File: config.mk
export PLATFORM = sky130hd
export DESIGN_NAME = parabolic_min_interpolator
export DESIGN_NICKNAME = d
export VERILOG_FILES = /design/src/hdl/pmi_pkg.sv /design/src/hdl/pmi_front.sv /design/src/hdl/pmi_queue.sv /design/src/hdl/pmi_back.sv /design/src/hdl/parabolic_min_interpolator.sv
export SDC_FILE = /design/constraint.sdc
export NUM_CORES = 1
export LEC_CHECK = 0
export BUFFER_PORTS_ARGS = -buffer_cell sky130_fd_sc_hd__buf_2
export CORE_ASPECT_RATIO = 0.9
export CORE_UTILIZATION = 39
export CTS_CLUSTER_SIZE = 12
export DETAILED_ROUTE_END_ITERATION = 6
export PLACE_DENSITY = 0.51
export SETUP_SLACK_MARGIN = 0.02
export SYNTH_ARGS = -nofsm -noshare
export SYNTH_HDL_FRONTEND = slang
export SYNTH_HIERARCHICAL = 1
export SYNTH_SLANG_ARGS = --single-unit
File: constraint.sdc
create_clock -name clk -period 14.1 [get_ports clk]
set_input_delay 0.705 -clock clk [delete_from_list [all_inputs] [get_ports clk]]
set_output_delay 0.705 -clock clk [all_outputs]
set_load 0.005 [all_outputs]
File: src/hdl/pmi_pkg.sv
// Shared types and constants for the parabolic minimum interpolator.
package pmi_pkg;

  localparam int VAL_W  = 32;  // curve sample width
  localparam int KIDX_W = 16;  // widest sample index the block supports
  localparam int IDX_W  = 8;   // width of the min_index result field
  localparam int REF_W  = 17;  // width of the refined_index result field

  // One closed sequence, handed from the front end to the divider back end.
  typedef struct packed {
    logic [VAL_W-1:0]  val_before;  // sample left of the minimum
    logic [VAL_W-1:0]  val_min;     // the minimum itself
    logic [VAL_W-1:0]  val_after;   // sample right of the minimum
    logic [KIDX_W-1:0] min_pos;     // index of the first strict minimum
    logic              pending;     // minimum had no right neighbor
    logic              overflow;    // items past the length limit were dropped
  } trough_t;

  typedef enum logic [2:0] {
    BK_IDLE,
    BK_SETUP,
    BK_PREP,
    BK_DIV,
    BK_DONE
  } back_state_t;

endpackage

File: src/hdl/pmi_front.sv
// Front end: tracks the first strict minimum and its neighbors over a sequence.
module pmi_front #(
  parameter int MAX_LEN = 256
) (
  input  logic                      clk,
  input  logic                      rst,
  input  logic                      push,
  input  logic [pmi_pkg::VAL_W-1:0] curve_value,
  input  logic                      last,
  input  logic                      q_full,
  output logic                      rec_push,
  output pmi_pkg::trough_t          rec
);
  import pmi_pkg::*;

  localparam int PCNT_W = $clog2(MAX_LEN + 1);
  localparam int POS_W  = $clog2(MAX_LEN);

  logic [PCNT_W-1:0] position, position_next;
  logic [POS_W-1:0]  best_pos, best_pos_next;
  logic [VAL_W-1:0]  best_val, best_val_next;
  logic [VAL_W-1:0]  before_val, before_val_next;
  logic [VAL_W-1:0]  after_val, after_val_next;
  logic [VAL_W-1:0]  prev_val, prev_val_next;
  logic              pending, pending_next;
  logic              ovf, ovf_next;
  logic              accept;

  assign accept = push && !q_full;

  always_comb begin
    position_next   = position;
    best_pos_next   = best_pos;
    best_val_next   = best_val;
    before_val_next = before_val;
    after_val_next  = after_val;
    prev_val_next   = prev_val;
    pending_next    = pending;
    ovf_next        = ovf;
    rec_push        = 1'b0;
    if (accept) begin
      if (position >= PCNT_W'(MAX_LEN)) begin
        ovf_next = 1'b1;
      end else begin
        if (position == '0 || curve_value < best_val) begin
          best_val_next   = curve_value;
          best_pos_next   = position[POS_W-1:0];
          before_val_next = prev_val;
          pending_next    = 1'b1;
        end else if (pending) begin
          after_val_next = curve_value;
          pending_next   = 1'b0;
        end
        prev_val_next = curve_value;
        position_next = position + PCNT_W'(1);
      end
      rec_push = last;
    end
  end

  always_comb begin
    rec.val_before = before_val_next;
    rec.val_min    = best_val_next;
    rec.val_after  = after_val_next;
    rec.min_pos    = KIDX_W'(best_pos_next);
    rec.pending    = pending_next;
    rec.overflow   = ovf_next;
  end

  always_ff @(posedge clk) begin
    if (rst || rec_push) begin
      position   <= '0;
      best_pos   <= '0;
      best_val   <= '0;
      before_val <= '0;
      after_val  <= '0;
      prev_val   <= '0;
      pending    <= 1'b0;
      ovf        <= 1'b0;
    end else begin
      position   <= position_next;
      best_pos   <= best_pos_next;
      best_val   <= best_val_next;
      before_val <= before_val_next;
      after_val  <= after_val_next;
      prev_val   <= prev_val_next;
      pending    <= pending_next;
      ovf        <= ovf_next;
    end
  end

endmodule

File: src/hdl/pmi_queue.sv
// Two-entry queue of closed sequences between the front end and the back end.
module pmi_queue (
  input  logic             clk,
  input  logic             rst,
  input  logic             wr_en,
  input  pmi_pkg::trough_t wr_data,
  input  logic             rd_en,
  output pmi_pkg::trough_t rd_data,
  output logic             full,
  output logic             empty
);
  import pmi_pkg::*;

  trough_t    entry [2];
  logic       wr_ptr;
  logic       rd_ptr;
  logic [1:0] count;

  assign full    = (count == 2'd2);
  assign empty   = (count == 2'd0);
  assign rd_data = entry[rd_ptr];

  always_ff @(posedge clk) begin
    if (wr_en) begin
      entry[wr_ptr] <= wr_data;
    end
  end

  always_ff @(posedge clk) begin
    if (rst) begin
      wr_ptr <= 1'b0;
      rd_ptr <= 1'b0;
      count  <= 2'd0;
    end else begin
      if (wr_en) begin
        wr_ptr <= ~wr_ptr;
      end
      if (rd_en) begin
        rd_ptr <= ~rd_ptr;
      end
      case ({wr_en, rd_en})
        2'b10:   count <= count + 2'd1;
        2'b01:   count <= count - 2'd1;
        default: count <= count;
      endcase
    end
  end

endmodule

File: src/hdl/pmi_back.sv
// Back end: parabola correction by restoring division and the result register.
module pmi_back #(
  parameter int FRAC_BITS = 8
) (
  input  logic                       clk,
  input  logic                       rst,
  input  logic                       q_empty,
  input  pmi_pkg::trough_t           q_data,
  output logic                       q_pop,
  input  logic                       pop,
  output logic                       out_valid,
  output logic [pmi_pkg::IDX_W-1:0]  min_index,
  output logic [pmi_pkg::REF_W-1:0]  refined_index,
  output logic                       interpolated,
  output logic                       too_long
);
  import pmi_pkg::*;

  localparam int CNT_W = $clog2(FRAC_BITS + 1);
  localparam logic [FRAC_BITS:0] ONE = {1'b1, {FRAC_BITS{1'b0}}};

  back_state_t state, state_next;

  trough_t            rec;
  logic signed [33:0] den;
  logic signed [32:0] num;
  logic [33:0]        dvs;
  logic [34:0]        rem;
  logic [FRAC_BITS:0] quo;
  logic [CNT_W-1:0]   cnt;
  logic               neg;
  logic               do_interp;

  // Setup and magnitude terms.
  logic signed [33:0] den_calc;
  logic signed [32:0] num_calc;
  logic signed [32:0] num_neg;
  logic signed [33:0] den_neg;
  logic [31:0]        un;
  logic [32:0]        ud;
  logic [33:0]        dvs_calc;
  logic               big;
  logic               interp_ok;

  // Division step and final assembly.
  logic               ge;
  logic [34:0]        rem_sub;
  logic [FRAC_BITS:0] mag;
  logic [31:0]        base;
  logic [REF_W-1:0]   refined;
  logic               load;

  assign den_calc  = $signed({2'b00, rec.val_before}) - $signed({1'b0, rec.val_min, 1'b0})
                   + $signed({2'b00, rec.val_after});
  assign num_calc  = $signed({1'b0, rec.val_before}) - $signed({1'b0, rec.val_after});
  assign num_neg   = -num;
  assign den_neg   = -den;
  assign un        = num[32] ? num_neg[31:0] : num[31:0];
  assign ud        = den[33] ? den_neg[32:0] : den[32:0];
  assign dvs_calc  = {ud, 1'b0};
  assign big       = {3'b000, un} >= {dvs_calc, 1'b0};
  assign interp_ok = (rec.min_pos != '0) && !rec.pending && (den != '0);

  assign ge      = rem >= {1'b0, dvs};
  assign rem_sub = ge ? (rem - {1'b0, dvs}) : rem;

  assign mag     = (quo > ONE) ? ONE : quo;
  assign base    = 32'(rec.min_pos) << FRAC_BITS;
  assign refined = neg ? (base[REF_W-1:0] - REF_W'(mag)) : (base[REF_W-1:0] + REF_W'(mag));

  always_ff @(posedge clk) begin
    if (rst) begin
      state <= BK_IDLE;
    end else begin
      state <= state_next;
    end
  end

  always_comb begin
    state_next = state;
    q_pop      = 1'b0;
    load       = 1'b0;
    unique case (state)
      BK_IDLE: begin
        if (!q_empty) begin
          q_pop      = 1'b1;
          state_next = BK_SETUP;
        end
      end
      BK_SETUP: begin
        state_next = BK_PREP;
      end
      BK_PREP: begin
        if (interp_ok && !big) begin
          state_next = BK_DIV;
        end else begin
          state_next = BK_DONE;
        end
      end
      BK_DIV: begin
        if (cnt == '0) begin
          state_next = BK_DONE;
        end
      end
      BK_DONE: begin
        if (!out_valid || pop) begin
          load       = 1'b1;
          state_next = BK_IDLE;
        end
      end
      default: begin
        state_next = BK_IDLE;
      end
    endcase
  end

  always_ff @(posedge clk) begin
    case (state)
      BK_IDLE: begin
        rec <= q_data;
      end
      BK_SETUP: begin
        den <= den_calc;
        num <= num_calc;
      end
      BK_PREP: begin
        neg       <= num[32] ^ den[33];
        do_interp <= interp_ok;
        dvs       <= dvs_calc;
        rem       <= 35'(un);
        cnt       <= CNT_W'(FRAC_BITS);
        if (!interp_ok) begin
          quo <= '0;
        end else if (big) begin
          quo <= ONE;
        end else begin
          quo <= '0;
        end
      end
      BK_DIV: begin
        quo <= {quo[FRAC_BITS-1:0], ge};
        rem <= {rem_sub[33:0], 1'b0};
        cnt <= cnt - CNT_W'(1);
      end
      default: begin
      end
    endcase
  end

  always_ff @(posedge clk) begin
    if (load) begin
      min_index     <= rec.min_pos[IDX_W-1:0];
      refined_index <= refined;
      interpolated  <= do_interp;
      too_long      <= rec.overflow;
    end
  end

  always_ff @(posedge clk) begin
    if (rst) begin
      out_valid <= 1'b0;
    end else if (load) begin
      out_valid <= 1'b1;
    end else if (pop) begin
      out_valid <= 1'b0;
    end
  end

endmodule

File: src/hdl/parabolic_min_interpolator.sv
// Top level of the parabolic minimum interpolator: front end, queue and divider back end.
//
//   Channel   Direction  Handshake         Transaction carries
//   input     in         push / full       curve_value, last
//   result    out        pop / empty       min_index, refined_index, interpolated, too_long
//
// The front end takes one curve sample per cycle whenever full is low. Full rises only
// when two closed sequences are already waiting for the back end. For each sequence the
// back end dequeues it, forms the numerator and denominator, takes magnitudes, runs
// FRAC_BITS + 1 restoring-division steps and loads the result register once it is free
// (fallback and clamp cases skip the division steps).
// Reset is synchronous and clears all control state; a waiting result holds until popped.
module parabolic_min_interpolator #(
  parameter int MAX_LEN   = 256,
  parameter int FRAC_BITS = 8
) (
  input  logic                       clk,
  input  logic                       rst,
  input  logic                       push,
  output logic                       full,
  input  logic [pmi_pkg::VAL_W-1:0]  curve_value,
  input  logic                       last,
  output logic                       empty,
  input  logic                       pop,
  output logic [pmi_pkg::IDX_W-1:0]  min_index,
  output logic [pmi_pkg::REF_W-1:0]  refined_index,
  output logic                       interpolated,
  output logic                       too_long
);
  import pmi_pkg::*;

  // A closed sequence travels from the front end to the back end through this queue.
  trough_t rec_in;
  trough_t rec_out;
  logic    rec_push;
  logic    rec_pop;
  logic    q_full;
  logic    q_empty;
  logic    out_valid;

  // Any sample may be the last of its sequence, so input stalls whenever the queue
  // could not take one more closed sequence.
  assign full  = q_full;
  assign empty = !out_valid;

  pmi_front #(
    .MAX_LEN (MAX_LEN)
  ) u_front (
    .clk         (clk),
    .rst         (rst),
    .push        (push),
    .curve_value (curve_value),
    .last        (last),
    .q_full      (q_full),
    .rec_push    (rec_push),
    .rec         (rec_in)
  );

  pmi_queue u_queue (
    .clk     (clk),
    .rst     (rst),
    .wr_en   (rec_push),
    .wr_data (rec_in),
    .rd_en   (rec_pop),
    .rd_data (rec_out),
    .full    (q_full),
    .empty   (q_empty)
  );

  // The back end owns the result register, so a finished result can wait for pop while
  // the front end keeps collecting the next sequence.
  pmi_back #(
    .FRAC_BITS (FRAC_BITS)
  ) u_back (
    .clk           (clk),
    .rst           (rst),
    .q_empty       (q_empty),
    .q_data        (rec_out),
    .q_pop         (rec_pop),
    .pop           (pop),
    .out_valid     (out_valid),
    .min_index     (min_index),
    .refined_index (refined_index),
    .interpolated  (interpolated),
    .too_long      (too_long)
  );

endmodule

======== Word-level counts from Yosys, hierarchy flattened ========
Memories as Yosys holds them, arrays and structs flattened. A register that Yosys moved wholly into a read port is not among the register bits.
Cells that the tools add are included.
storage, ports and cells
  memories ................................ 1
  memory bits (writable) .................. 212
  bits in latches ......................... 0
  register bits after elaboration ......... 348
  memory bits (read-only) ................. 0
  logic and storage cells ................. 123
  bits of input ports ..................... 37
  output and inout bits ................... 29
operators by class
  multipliers ............................. 0
  equal/unequal tests ..................... 10
  divide/modulo/power cells ............... 0
  add/subtract/negate cells ............... 12
  reductions and logical operators ........ 22
  order comparisons ....................... 5
  mux-type cells .......................... 43
  bitwise logic cells ..................... 4
  shift operators ......................... 0
memory list
  name           words  width  read ports  clocked after Yosys merged registers in  wr ports  line             RTL
  u_queue.entry  2      106    1           1                                        1         pmi_queue.sv:14  trough_t entry [2];
operators with widths
  operator            count
  $mux 32             11
  $pmux 35 s2         1
  $ge 32x35->1        1
  $ge 35x34->1        1
  $add 34x33->34      1
  $mux 34             1
  $reduce_bool 34->1  1
  $sub 32x33->34      1
  $sub 34x34->34      1
  $mux 33             1
  $neg 33->33         1
  $sub 32x32->33      1
  $lt 32x32->1        1
  $neg 32->32         1
  $mux 9              3
  $mux 8              3
  $pmux 9 s2          1
  $add 17x9->17       1
  $mux 17             1
  $sub 17x9->17       1
  $reduce_bool 16->1  1
  $pmux 3 s5          1
  $mux 1              14
  $mux 3              4
  other kinds (27)    42

======== Depth between registers and ports, before layout ========
  word-level depth ........................ 7
  gate-level depth with buffers ........... 18
  depth with buffers taken out ............ 18

======== Modules after synthesis ========
Netlist, hierarchy kept.
by module, submodules not included
  module                      area each (um^2)  cells an instance  instances  seq. area each (um^2)
  pmi_back                    18383.9           1705               1          8788.4
  pmi_queue                   8455.6            377                1          6946.7
  pmi_front                   7699.9            858                1          2942.8
  parabolic_min_interpolator  3.8               1                  1          0.0

======== Least setup slack after synthesis ========
OpenSTA, ideal clock, no wires.
  path kind ............................... register to register
  from .................................... register u_back.state[0]
  to ...................................... register, netlist name u_back/base[10]
  clock period less this slack ............ 9152 ps
  path slack .............................. 4948 ps
  arrival time ............................ 8426 ps
  library setup time ...................... 726 ps
  required time ........................... 13374 ps
  stages on the path, launching flop included .. 4
  path buffers ............................ 2
  cells stage by stage .................... dfxtp_1 clkbuf_1 clkbuf_1 nor3_1
between the ends
  cells in the longest elaborated chain, start to end .. 1
RTL lines
  element                 line             RTL
  from (decl)             pmi_back.sv:22   back_state_t state, state_next;
  from (signal assigned)  pmi_back.sv:75   state <= state_next;
  $logic_not 3->1         pmi_back.sv:118  case (state)
Every way passes these cells.
A chain may end at the register's enable or synchronous reset.

======== Final worst setup path ========
  from .................................... register u_back.num[2]
  to ...................................... register u_back.state[2]
between the ends
  cells in the longest elaborated chain, start to end .. 7
RTL lines
  element                 line             RTL
  from (decl)             pmi_back.sv:26   logic signed [32:0] num;
  from (signal assigned)  pmi_back.sv:124  num <= num_calc;
  $neg 32->32             pmi_back.sv:56   assign num_neg = -num;
  $mux 32 (*)             pmi_back.sv:58   assign un = num[32] ? num_neg[31:0] : num[31:0];
  $ge 32x35->1 (*)        pmi_back.sv:61   assign big = {3'b000, un} >= {dvs_calc, 1'b0};
  $logic_not 1->1 (*)     pmi_back.sv:94   if (interp_ok && !big) begin
  $logic_and 1x1->1 (*)   pmi_back.sv:94
  $mux 3 (*)              pmi_back.sv:94
  $pmux 3 s5 (*)          pmi_back.sv:83   unique case (state)
Every way passes the cells marked *; elsewhere a longest branch is shown, timed or not.

==> metrics.yaml <==
antenna_found_initial: 2
nFillCells: 8100
hp-start: "curve_value[7]"
synth_cells: 2941
path_class: "reg -> reg"
die-area_sq_um: 89800
worst_r2r_path_depth: 17
cts.sinks: 674
fin_skew_ns: 0.0285
n_antenna_cell: 0
syn_area_sq_um: 34500
start_kind: "register"
grt_pass1_vias: 21278
first_pass_iters: 7
post_cts_buffers: 0
cts_root_buffer: "clkbuf_16"
critPathMaxStageDelay_ns: 0.64
finalNonFillerCells: 4208
cp-end-kind: "register"
status: "finished with violations"
drive_gt1_share_pct: 10.8
r2r-start: "u_back/num[2]"
max_freq_ghz: 0.186
initial_utilization_pct: 39.4
slew_viol_final: 0
drtIter0Drc: 1064
period_share_pct: 38.2
nets: 3234
area_delta_synth_final_pct: 10.8
ys.warnings.count: 6
setup_tns_ns: 0
tightestPinTransition_ns: 1.10
power_density_nw_per_um2: 259
overflow: 0
drc: 2
p_leak_nw: 15.0
cts-resized-gates: 0
cts_buffers: 75
worstPathRequired_ns: 14.62
vias: 21181
rows: 103
r2r_end: "u_back/state[2]"
critPathLaunch: "u_back/num[2]"
min_period_ns: 5.39
synthFlopType: "edfxtp_1"
arrival_ns: 5.91
viasPerCell: 5.03
critPathMaxFanout: 5
ys_ff_latch: 674
fp.dieW_um: 316
finalWirelength_mm: 72.7
synth.distinct_cells: 79
routedWlPerCell_um: 17.3
cts_buffer_depth: 3
cts.htree.levels: 3
io_pins: 66
syn_area_per_cell_sq_um: 11.7
clk_pin_slew_ns: 0.06
max_slew_margin_pct: 26.9
rsz0062_at_grt: "false"
die_h_um: 284
cpMaxStageDelayCell: "nor4_1"
dp_hpwl_mm: 51.1
hold_viol: 0
ant_nets: 0
cts_tree: "done"
hp-class: "in -> reg"
violations: "DRC"
track_usage_pct: 16.2
core-area_sq_um: 87800
min_delay_path_depth: 3
whs_endpoint: "u_front/prev_val[7]"
synth_edf_count: 518
finalSetupViolCount: 0
hold_buffers: 0
crit_path_cell_trace: "nor4_1 -> nand2b_1 -> or3_1 -> or4_1 -> or3_1 -> o41ai_1 -> xnor2_1 -> ha_1 -> and3_1 -> nand3_1 -> nor2_1 -> nand4_1 -> a2111oi_0 -> o22ai_1 -> a211oi_1 -> nor3_1 -> a221oi_1"
synth_seq_area_share_pct: 54.1
clk_latency_ns: 0.63
max_cap_violations: 0
ir_worst_vdd_mv: 0.185
dp.cells: 4074
cp_common_cell: "or3_1"
rrSetupSlack_ns: 8.71
grt_max_degree: 79
grt_pass1_wl_mm: 116
synthArstFlopShare_pct: 0
port_buffers: 65
place_congestion: 0.865
-- worst max-delay path by stage --
stage,to
after floorplan,u_back/base[10]
after global placement,u_back/state[2]
after detailed placement,u_back/state[2]
after CTS,u_back/state[2]
after global routing,u_back/state[2]
final,u_back/state[2]
-- flip-flops by register name, summed over array words and instances (netlist names), 4 cells and up, named ones only --
signal / cells
u_front/best_pos: 8
u_front/after_val: 32
u_front/prev_val: 32
u_front/position: 9
u_back/base: 16
u_back/cnt: 4
u_front/before_val: 32
u_back/quo: 9
u_back/num: 32
u_front/best_val: 32
u_back/rec: 98
u_back/den: 34
u_back/refined_index: 17
u_back/dvs: 33
u_queue/entry: 228
u_back/rem: 35
u_back/min_index: 8
-- cells in the final DEF, fill, tap and decap left out, types with 14 or more instances in the layout --
cell and count:
and3_1 21, a31oi_1 14, nor3_1 33, o31ai_1 23, nor2b_1 24, o21a_1 31
buf_2 65, a21o_1 35, buf_4 21, xnor2_1 111, nor2_1 131, nand2_1 342
o211ai_1 15, ha_1 168, mux2i_1 134, inv_1 255, mux2_1 111, o21ai_0 83
nand3_1 23, nand2b_1 21, a21oi_1 169, clkbuf_1 22, nand4_1 22, fa_1 33
edfxtp_1 518, xor2_1 54, or4_1 18, clkbuf_16 76, mux2_2 104, dfxtp_1 155
-- metrics by stage --
step | cell area [sq um] | power (mW) | worst slack [ns] | util, % | hold WS (ns)
floorplan | 34600 | 6.91 | 4.95 | - | 0.400
global placement | 35900 | 8.00 | 8.70 | 41.0 | 0.412
detailed placement | 35900 | 8.09 | 8.62 | 41.0 | 0.412
CTS | 38300 | 9.99 | 8.61 | 43.6 | 0.323
global route | 38300 | 10.7 | 8.16 | 43.6 | 0.352
finish | 38300 | 9.90 | 8.71 | 43.6 | 0.365
-- routing by layer --
metal  part of all wire, %  up-vias  global-route usage [%]
met4                   2.5        0                    5.02
met1                    52    10106                    24.5
met3                   3.2      117                    2.27
met2                    42      326                    23.9
met5                     0        -                       0
li1                      -    10632                       -
-- Yosys cell counts (17+ instances only) --
| library cell | number | area (sq um) |
|---|---|---|
| a21o_1 | 35 | 263 |
| a21oi_1 | 169 | 846 |
| and3_1 | 21 | 131 |
| buf_4 | 22 | 165 |
| buf_6 | 17 | 191 |
| clkbuf_1 | 61 | 229 |
| dfxtp_1 | 156 | 3120 |
| edfxtp_1 | 518 | 15600 |
| fa_1 | 33 | 661 |
| ha_1 | 168 | 2100 |
| inv_1 | 255 | 957 |
| mux2_1 | 111 | 1250 |
| mux2_2 | 104 | 1170 |
| mux2i_1 | 134 | 1340 |
| nand2_1 | 342 | 1280 |
| nand2b_1 | 21 | 131 |
| nand3_1 | 23 | 115 |
| nand4_1 | 22 | 138 |
| nor2_1 | 134 | 503 |
| nor2b_1 | 27 | 169 |
| nor3_1 | 34 | 170 |
| o21a_1 | 31 | 233 |
| o21ai_0 | 83 | 415 |
| o31ai_1 | 23 | 173 |
| or4_1 | 18 | 135 |
| xnor2_1 | 111 | 972 |
| xor2_1 | 54 | 473 |
-- kinds of logic after synthesis --
family | count (synthesis) | share of synthesized area [%]
adders and majority gates | 201 | 8.00
AOI/OAI and AO/OA | 462 | 8.37
other | 1 | 0.0109
buffers and inverters | 370 | 4.67
DFF | 674 | 54.1
xor gates and xnor gates | 165 | 4.18
and+or+nand+nor | 715 | 9.63
muxes | 353 | 11.1
-- cell type report --
class                      instances  area (sq um)  area share (%)
tap                             1155          1450            3.78
inverter                         255           957            2.50
multi-input combinational       1904         14400            37.6
clock inverter                    31           277           0.722
clock buffer                     103          2050            5.36
timing repair buffer              86           483            1.26
sequential                       674         18700            48.8
-- power breakdown --
| group | total (mW) | internal [mW] | switching, mW |
|---|---|---|---|
| clock network | 1.86 | 1.08 | 0.781 |
| registers | 3.30 | 2.99 | 0.311 |
| logic | 4.74 | 1.95 | 2.79 |
-- worst max-delay path: cells and delay by family, from the launching register on --
family / cells / cell delay, ns
AOI/OAI and AO/OA: 5 / 1.56
xor gates and xnor gates: 1 / 0.15
DFF: 1 / 0.46
and+or+nand+nor: 10 / 2.82
adders and majority gates: 1 / 0.32
Note: power is estimated with default switching activity, not from simulation.
